<file path="src/design/ssbm_pkg.sv">
// Shared constants, types and helper functions for the segment snap best-match block.
package ssbm_pkg;

	localparam int MAX_SEGMENTS = 256;
	localparam int NUM_REFS     = 4;
	localparam int COORD_BITS   = 16;

	localparam int CNT_W       = $clog2(MAX_SEGMENTS + 1);
	localparam int REF_W       = (NUM_REFS > 1) ? $clog2(NUM_REFS) : 1;
	localparam int QUEUE_DEPTH = 4;
	localparam int QPTR_W      = $clog2(QUEUE_DEPTH);

	// register map: slots 0..3 are reference segments, then the two limits
	localparam int REF_SLOTS  = 4;
	localparam int REG_IDX_W  = 3;
	localparam int APB_ADDR_W = 6;
	localparam logic [REG_IDX_W-1:0] REG_DIST_LIMIT = 3'd4;
	localparam logic [REG_IDX_W-1:0] REG_COS_LIMIT  = 3'd5;

	localparam logic [32:0] DIST_LIMIT_RESET = 33'd3600;
	localparam logic [16:0] COS_LIMIT_RESET  = 17'd63560;

	typedef logic signed [15:0] coord_t;
	typedef logic signed [16:0] delta_t;

	typedef struct packed {
		coord_t      mid_x;
		coord_t      mid_y;
		delta_t      dx;
		delta_t      dy;
		logic [33:0] len_sq;
		logic        active;
		logic        last;
		logic [7:0]  seg_idx;
	} seg_entry_t;

	typedef struct packed {
		logic [NUM_REFS-1:0][63:0] ref_seg;
		logic [32:0]               dist_limit_sq;
		logic [16:0]               cos_sq_limit;
	} cfg_t;

	// keep the low COORD_BITS bits, sign-extended
	function automatic coord_t coord_sext(input logic [15:0] v);
		logic [15:0] t;
		t = v << (16 - COORD_BITS);
		return coord_t'($signed(t) >>> (16 - COORD_BITS));
	endfunction

	// (a + b) / 2 rounded toward zero
	function automatic coord_t midpoint(input coord_t a, input coord_t b);
		logic signed [16:0] s;
		s = 17'(a) + 17'(b);
		s = s + 17'(s[16]);
		return coord_t'(s >>> 1);
	endfunction

	// b - a at full width
	function automatic delta_t delta(input coord_t a, input coord_t b);
		return delta_t'(17'(b) - 17'(a));
	endfunction

endpackage

</file>
<file path="src/design/ssbm_queue.sv">
// Short queue of classified segments between the front and the compare pipeline.
module ssbm_queue (
	input  logic                 clk,
	input  logic                 arst_n,
	input  logic                 push,
	input  ssbm_pkg::seg_entry_t push_data,
	output logic                 full,
	input  logic                 pop,
	output ssbm_pkg::seg_entry_t pop_data,
	output logic                 empty
);
	import ssbm_pkg::*;

	seg_entry_t        mem_q [QUEUE_DEPTH];
	logic [QPTR_W-1:0] wr_ptr_q, rd_ptr_q;
	logic [QPTR_W:0]   fill_q;
	logic              do_push, do_pop;

	assign full     = (fill_q == (QPTR_W+1)'(QUEUE_DEPTH));
	assign empty    = (fill_q == '0);
	assign do_push  = push && !full;
	assign do_pop   = pop && !empty;
	assign pop_data = mem_q[rd_ptr_q];

	always_ff @(posedge clk) begin
		if (do_push) begin
			mem_q[wr_ptr_q] <= push_data;
		end
	end

	always_ff @(posedge clk or negedge arst_n) begin
		if (!arst_n) begin
			wr_ptr_q <= '0;
			rd_ptr_q <= '0;
			fill_q   <= '0;
		end else begin
			if (do_push) begin
				wr_ptr_q <= wr_ptr_q + 1'b1;
			end
			if (do_pop) begin
				rd_ptr_q <= rd_ptr_q + 1'b1;
			end
			if (do_push && !do_pop) begin
				fill_q <= fill_q + 1'b1;
			end else if (do_pop && !do_push) begin
				fill_q <= fill_q - 1'b1;
			end
		end
	end

endmodule

</file>
<file path="config.mk">
export PLATFORM = sky130hd
export DESIGN_NAME = ssbm_queue
export DESIGN_NICKNAME = d
export VERILOG_FILES = /design/src/design/ssbm_pkg.sv /design/src/design/ssbm_queue.sv
export SDC_FILE = /design/constraint.sdc
export NUM_CORES = 1
export LEC_CHECK = 0
export BUFFER_PORTS_ARGS = -buffer_cell sky130_fd_sc_hd__clkbuf_2
export CORE_MARGIN = 2
export CORE_UTILIZATION = 51
export CTS_CLUSTER_DIAMETER = 50
export DETAILED_ROUTE_END_ITERATION = 16
export GPL_ROUTABILITY_DRIVEN = 0
export MAX_ROUTING_LAYER = met4
export PLACE_DENSITY_LB_ADDON = 0.1
export SYNTH_ARGS = -nofsm -noshare
export SYNTH_HDL_FRONTEND = slang
export SYNTH_SLANG_ARGS = --single-unit
</file>
<file path="constraint.sdc">
create_clock -name clk -period 3.6 [get_ports clk]
set_input_delay 0.36 -clock clk [delete_from_list [all_inputs] [get_ports clk]]
set_output_delay 0.36 -clock clk [all_outputs]
set_load 0.01 [all_outputs]
</file>
After elaboration in Yosys (flattened, before gate mapping)
Memories as Yosys holds them, arrays and structs flattened.
Cells that the tools add are included.
{"block": "op_classes", "add_sub_neg": 4, "n_eq_ne": 1, "muxes": 4, "n_reduce_logical": 10}
{"cell": "3-bit two-way mux", "n": 2}
{"cell": "2-bit by 1-bit adder with 2-bit output, second input constant", "n": 2}
{"cell": "1-bit logical AND", "n": 4}
{"cell": "1-bit zero test", "n": 4}
{"cell": "3-bit by 1-bit adder with 3-bit output, second input constant", "n": 1}
{"cell": "3-bit equality test, second input constant", "n": 1}
{"cell": "3-bit zero test", "n": 1}
{"cell": "3-bit by 1-bit subtractor with 3-bit output, second input constant", "n": 1}
{"cell": "1-bit two-way mux", "n": 2}
{"cell": "2-bit nonzero test", "n": 1}
{"block": "totals", "regBits": 7, "ramBits": 440, "inputBits": 114, "out_inout_bits": 112, "word_cells": 23, "n_memories": 1}
{"memory": "mem_q", "words": 4, "word_bits": 110, "read_ports": 1, "rd_ports_with_merged_regs": 0, "write_ports": 1, "line": "ssbm_queue.sv:14", "text": "seg_entry_t mem_q [QUEUE_DEPTH];"}

Logic depth before layout (Yosys ltp)
{"block": "depth", "ltp_word": 7, "ltp_mapped": 9, "ltp_nobuf": 8}

Worst setup path before layout
No wires, ideal clock.
{"block": "synth_path", "path_kind": "register -> register", "startpoint": "register fill_q[2]", "endpoint": "memory mem_q[0][0] (netlist name) (enable)", "setup_ns": 0.482, "t_arrival_ns": 3.365, "required_time_ns": 3.118, "setup_slack_ns": -0.247, "path_stages_with_launch": 5, "n_path_buf": 1, "synth_period_minus_slack_ns": 3.847, "cell_sequence": "dfrtp_1 nor3b_2 nor2b_1 buf_2 and2_1"}
{"block": "synth_via", "elab_chain_cells": 5}
{"element": "from (decl)", "line": "ssbm_queue.sv:16", "text": "logic [QPTR_W:0] fill_q;"}
{"element": "from (signal assigned)", "line": "ssbm_queue.sv:44", "text": "fill_q <= fill_q + 1'b1;"}
{"element": "from (signal assigned)", "line": "ssbm_queue.sv:46", "text": "fill_q <= fill_q - 1'b1;"}
{"element": "3-bit equality test", "line": "ssbm_queue.sv:19", "text": "assign full = (fill_q == (QPTR_W+1)'(QUEUE_DEPTH));"}
{"element": "net full", "line": "ssbm_queue.sv:7", "text": "output logic full,"}
{"element": "1-bit zero test", "line": "ssbm_queue.sv:21", "text": "assign do_push = push && !full;"}
{"element": "1-bit logical AND", "line": "ssbm_queue.sv:21"}
{"element": "net do_push", "line": "ssbm_queue.sv:17", "text": "logic do_push, do_pop;"}
{"element": "1-bit two-way mux", "line": "ssbm_queue.sv:26", "text": "if (do_push) begin"}
{"element": "1-bit two-way mux (implied by the code)", "line": "ssbm_queue.sv:27", "text": "mem_q[wr_ptr_q] <= push_data;"}
{"element": "to (decl)", "line": "ssbm_queue.sv:14"}
The timed path passes the listed nets, and every way through them passes these cells.

==> qor.log <==
INFO  logic_synthesis share_of_flip_flops_with_an_asynchronous_set_or_reset_after_synthesis=0.0157
INFO  power          power.switching_fraction=0.286
INFO  final_layout   syn_to_final_growth=18.9%
INFO  die            io-pin-count=226
INFO  setup_path     timing.critical_path.to_type=output port
INFO  final_layout   multiInputGateArea=0.00271mm2
INFO  setup_path     timing.reg2reg.setup_slack=1.29ns
INFO  placement      hpwl=17800um
INFO  logic_synthesis synthDominantAreaCellType=edfxtp_1
INFO  placement      dp_slack=1.19ns
INFO  clocking       cts.reportedPaths.clkPinSlew=0.06ns
INFO  placement      place_inst=1226
INFO  setup_path     crit_family=flip-flops
INFO  logic_synthesis cell_count_after_synthesis=611
INFO  grt            grt_start_max_net_pins=49
INFO  grt            overflow=0
INFO  power          share_clk_of_total_power=0.269
INFO  logic_synthesis post_synth.cell_area_avg=26.7um2
INFO  power          power.leakage=6.66nW
INFO  setup_path     startpoint_type=flip-flop
INFO  setup_path     timing.critical_path.arrival=2.54ns
INFO  hold_path      hold-path-endpoint=mem_q[0][102]
INFO  die            num_rows=65
INFO  final_layout   nFillCells=2209
INFO  clocking       worstSkewPairLatency=0.54ns
INFO  die            initial_util=0.517
INFO  power          power_density=833mW/mm2
INFO  clocking       post-cts-setup-buffers=0
INFO  logic_synthesis yosys-top-cells-count=edfxtp_1, mux4_2, buf_2
INFO  clocking       cts-buffers-inserted=45
INFO  grt            antenna_found_initial=4
INFO  setup_path     crit_path_max_fanout=37
INFO  timing         min_period=2.90ns
INFO  placement      io_buffers=225
INFO  flow_run       maxCapViolCount=0
INFO  logic_synthesis synth_nets=731
INFO  timing         fmax=0.345GHz
INFO  logic_synthesis synthMostInstantiatedCell=edfxtp_1
INFO  logic_synthesis ys.warnings.count=0
INFO  die            design.core.area=0.0316mm2
INFO  setup_path     timing.rr.start=fill_q[2]
INFO  power          power_switching=0.00461W
INFO  hold_path      hold_wc_path_type=in2reg
INFO  setup_path     worstPathBufferInverterCount=2
INFO  final_layout   post-route-cell-area=0.0194mm2
INFO  logic_synthesis post_synth_main_area_contributors=edfxtp_1, mux4_2, dfrtp_1, buf_6, ha_1
INFO  routing        firstDrtPassIters=5
INFO  routing        vias_per_cell=5.54
INFO  setup_path     crit_path_top_delay_cell=dfrtp_4
INFO  grt            grt_first_pass_wirelength=44500um
INFO  clocking       clk_root_buffer_cell=clkbuf_16
INFO  die            chipHeight=183um
INFO  final_layout   fin_nets=992
INFO  logic_synthesis sequential_area_share_after_synthesis=0.821
INFO  logic_synthesis netlist.area_leader.share=0.811
INFO  routing        drt-initial-drc-count=352
INFO  logic_synthesis post_synth_edffs=440
INFO  placement      dpl_cell_area=0.0180mm2
INFO  clocking       cts.repair.resized=0
INFO  hold_path      holdPathStages=1
INFO  timing         layout_setup_ws=0.701ns
INFO  final_layout   seqCellArea=0.0134mm2
INFO  die            dieArea=0.0334mm2
INFO  logic_synthesis netlist-cell-type-count=21
INFO  power          internal_power_summed_over_all_cells=0.0115W
INFO  status         status=completed
INFO  clocking       tritoncts=built
INFO  power          post-layout-total-power=0.0162W
INFO  die            floorplan.die.width=183um
INFO  hold_path      worst_hold_startpoint=push_data[102]
INFO  setup_path     regToRegEndpoint=mem_q[3][28]
INFO  timing         total_negative_slack_for_setup_checks=0ns
INFO  timing         report.final.hold_viol_count=0
INFO  timing         tightest_slew=0.688ns
INFO  clocking       clockBufferDepth=3
INFO  final_layout   share_of_post_route_cells_with_drive_strength_above_1=0.461
INFO  timing         final_max_slew_viol_count=0
INFO  timing         final.period_utilization=0.805
INFO  power          power.sequential.fraction=0.452
INFO  setup_path     critical_path.cell_chain=buf_12, mux4_2, clkbuf_2
INFO  timing         clock_skew=0.0170ns
INFO  power          ir_worst_vdd=560uV
INFO  clocking       clkSinkCount=447
INFO  logic_synthesis synth_top_flop_cell=edfxtp_1
INFO  timing         grt_setup_unrepaired=no
INFO  routing        wirelength=29600um
INFO  grt            first_global_vias=7817
INFO  routing        routed_wire_length_per_instance=22.6um
INFO  timing         setup_viol_count_final=0
INFO  logic_synthesis synth_seq_cells=447
INFO  setup_path     critPathRequiredTime=3.24ns
INFO  setup_path     critical_path_class=reg2out
INFO  timing         max_slew_headroom=0.541
INFO  power          comb_power_share=0.279
INFO  setup_path     worst_case_reg_to_reg_path_depth=4
INFO  clocking       clock_tree.htree_level_count=2
INFO  clocking       ctsHoldBuffers=1
INFO  final_layout   final_cells=1310
INFO  setup_path     delay_of_the_slowest_cell_on_the_worst_path=0.84ns
INFO  routing        dr_total_vias=7256
INFO  logic_synthesis synth_area=0.0163mm2
INFO  routing        drc=0
INFO  routing        ant_nets=0
INFO  grt            track_usage=0.183
-- cell usage in the layout, fill, tap and decap left out, types with 4 or more instances in the layout --
cell type / netlist / routed
ha_1: 5 / 5
diode_2: 0 / 4
and2_4: 0 / 4
xnor2_1: 4 / 4
clkbuf_2: 0 / 225
clkinv_2: 0 / 6
dfrtp_1: 7 / 5
clkbuf_1: 3 / 12
buf_12: 1 / 11
clkinv_1: 0 / 8
inv_1: 4 / 4
clkbuf_16: 0 / 47
edfxtp_1: 440 / 440
mux4_2: 110 / 110
-- worst max path at each step --
stage | from | to | depth (start not counted)
after global placement | rd_ptr_q[0] | pop_data[57] | 3
after global routing | rd_ptr_q[0] | pop_data[57] | 3
final | rd_ptr_q[0] | pop_data[62] | 3
after detailed placement | rd_ptr_q[0] | pop_data[57] | 3
after CTS | rd_ptr_q[0] | pop_data[17] | 3
after floorplan | fill_q[2] | mem_q[0][0] | 4
-- metrics by stage --
step / utilization / hold WS (ns)
2_1_floorplan: - / 0.0644
3_3_place_gp: 0.570 / 0.203
3_5_place_dp: 0.570 / 0.212
4_1_cts: 0.614 / 0.0202
5_1_grt: 0.614 / 0.0280
6_report: 0.614 / 0.0321
-- power by group through the flow --
stage / sequential, W / clock, W / combinational (W)
floorplan: 0.00717 / 0 / 0.00312
global placement: 0.00736 / 0 / 0.00455
detailed placement: 0.00744 / 0 / 0.00462
CTS: 0.00734 / 0.00443 / 0.00464
global route: 0.00741 / 0.00465 / 0.00484
finish: 0.00731 / 0.00434 / 0.00450
-- registers in the layout, indices dropped and copies added (netlist names) --
name and cells:
fill_q 3, mem_q 440, rd_ptr_q 2, wr_ptr_q 2
-- layer usage --
layer  global-route usage  up-vias  routed length (um)
li1                     -     3167                   -
met1                0.221     3791               11600
met2                0.313      243               15400
met3               0.0431       55                1970
met4               0.0502        0                 587
met5                    -        -                   0
-- worst register-to-register path: cells and delay by family, from the launching register on --
family	cells	cell delay (ns)
buf+inv	1	0.36
flops	1	0.40
simple gates	3	1.20
-- cell type report --
class,instances,share of cell area
Sequential cell,447,0.691
Multi-Input combinational cell,134,0.140
Timing Repair Buffer,240,0.0711
Clock buffer,59,0.0630
Tap cell,402,0.0259
Clock inverter,20,0.00794
Inverter,4,0.000775
Antenna cell,4,0.000516
-- kinds of logic (layout without fill, tap and decap cells) --
group         count (synthesis)  count (layout)  synth area share
xor+xnor                      6               6           0.00322
other cells                   0               4                 0
buf+inv                      30             323            0.0132
fa+ha+maj                     6               6           0.00507
simple gates                 10              10           0.00384
mux                         112             112             0.153
flops                       447             447             0.821
Power figures use the tool's default switching activity.
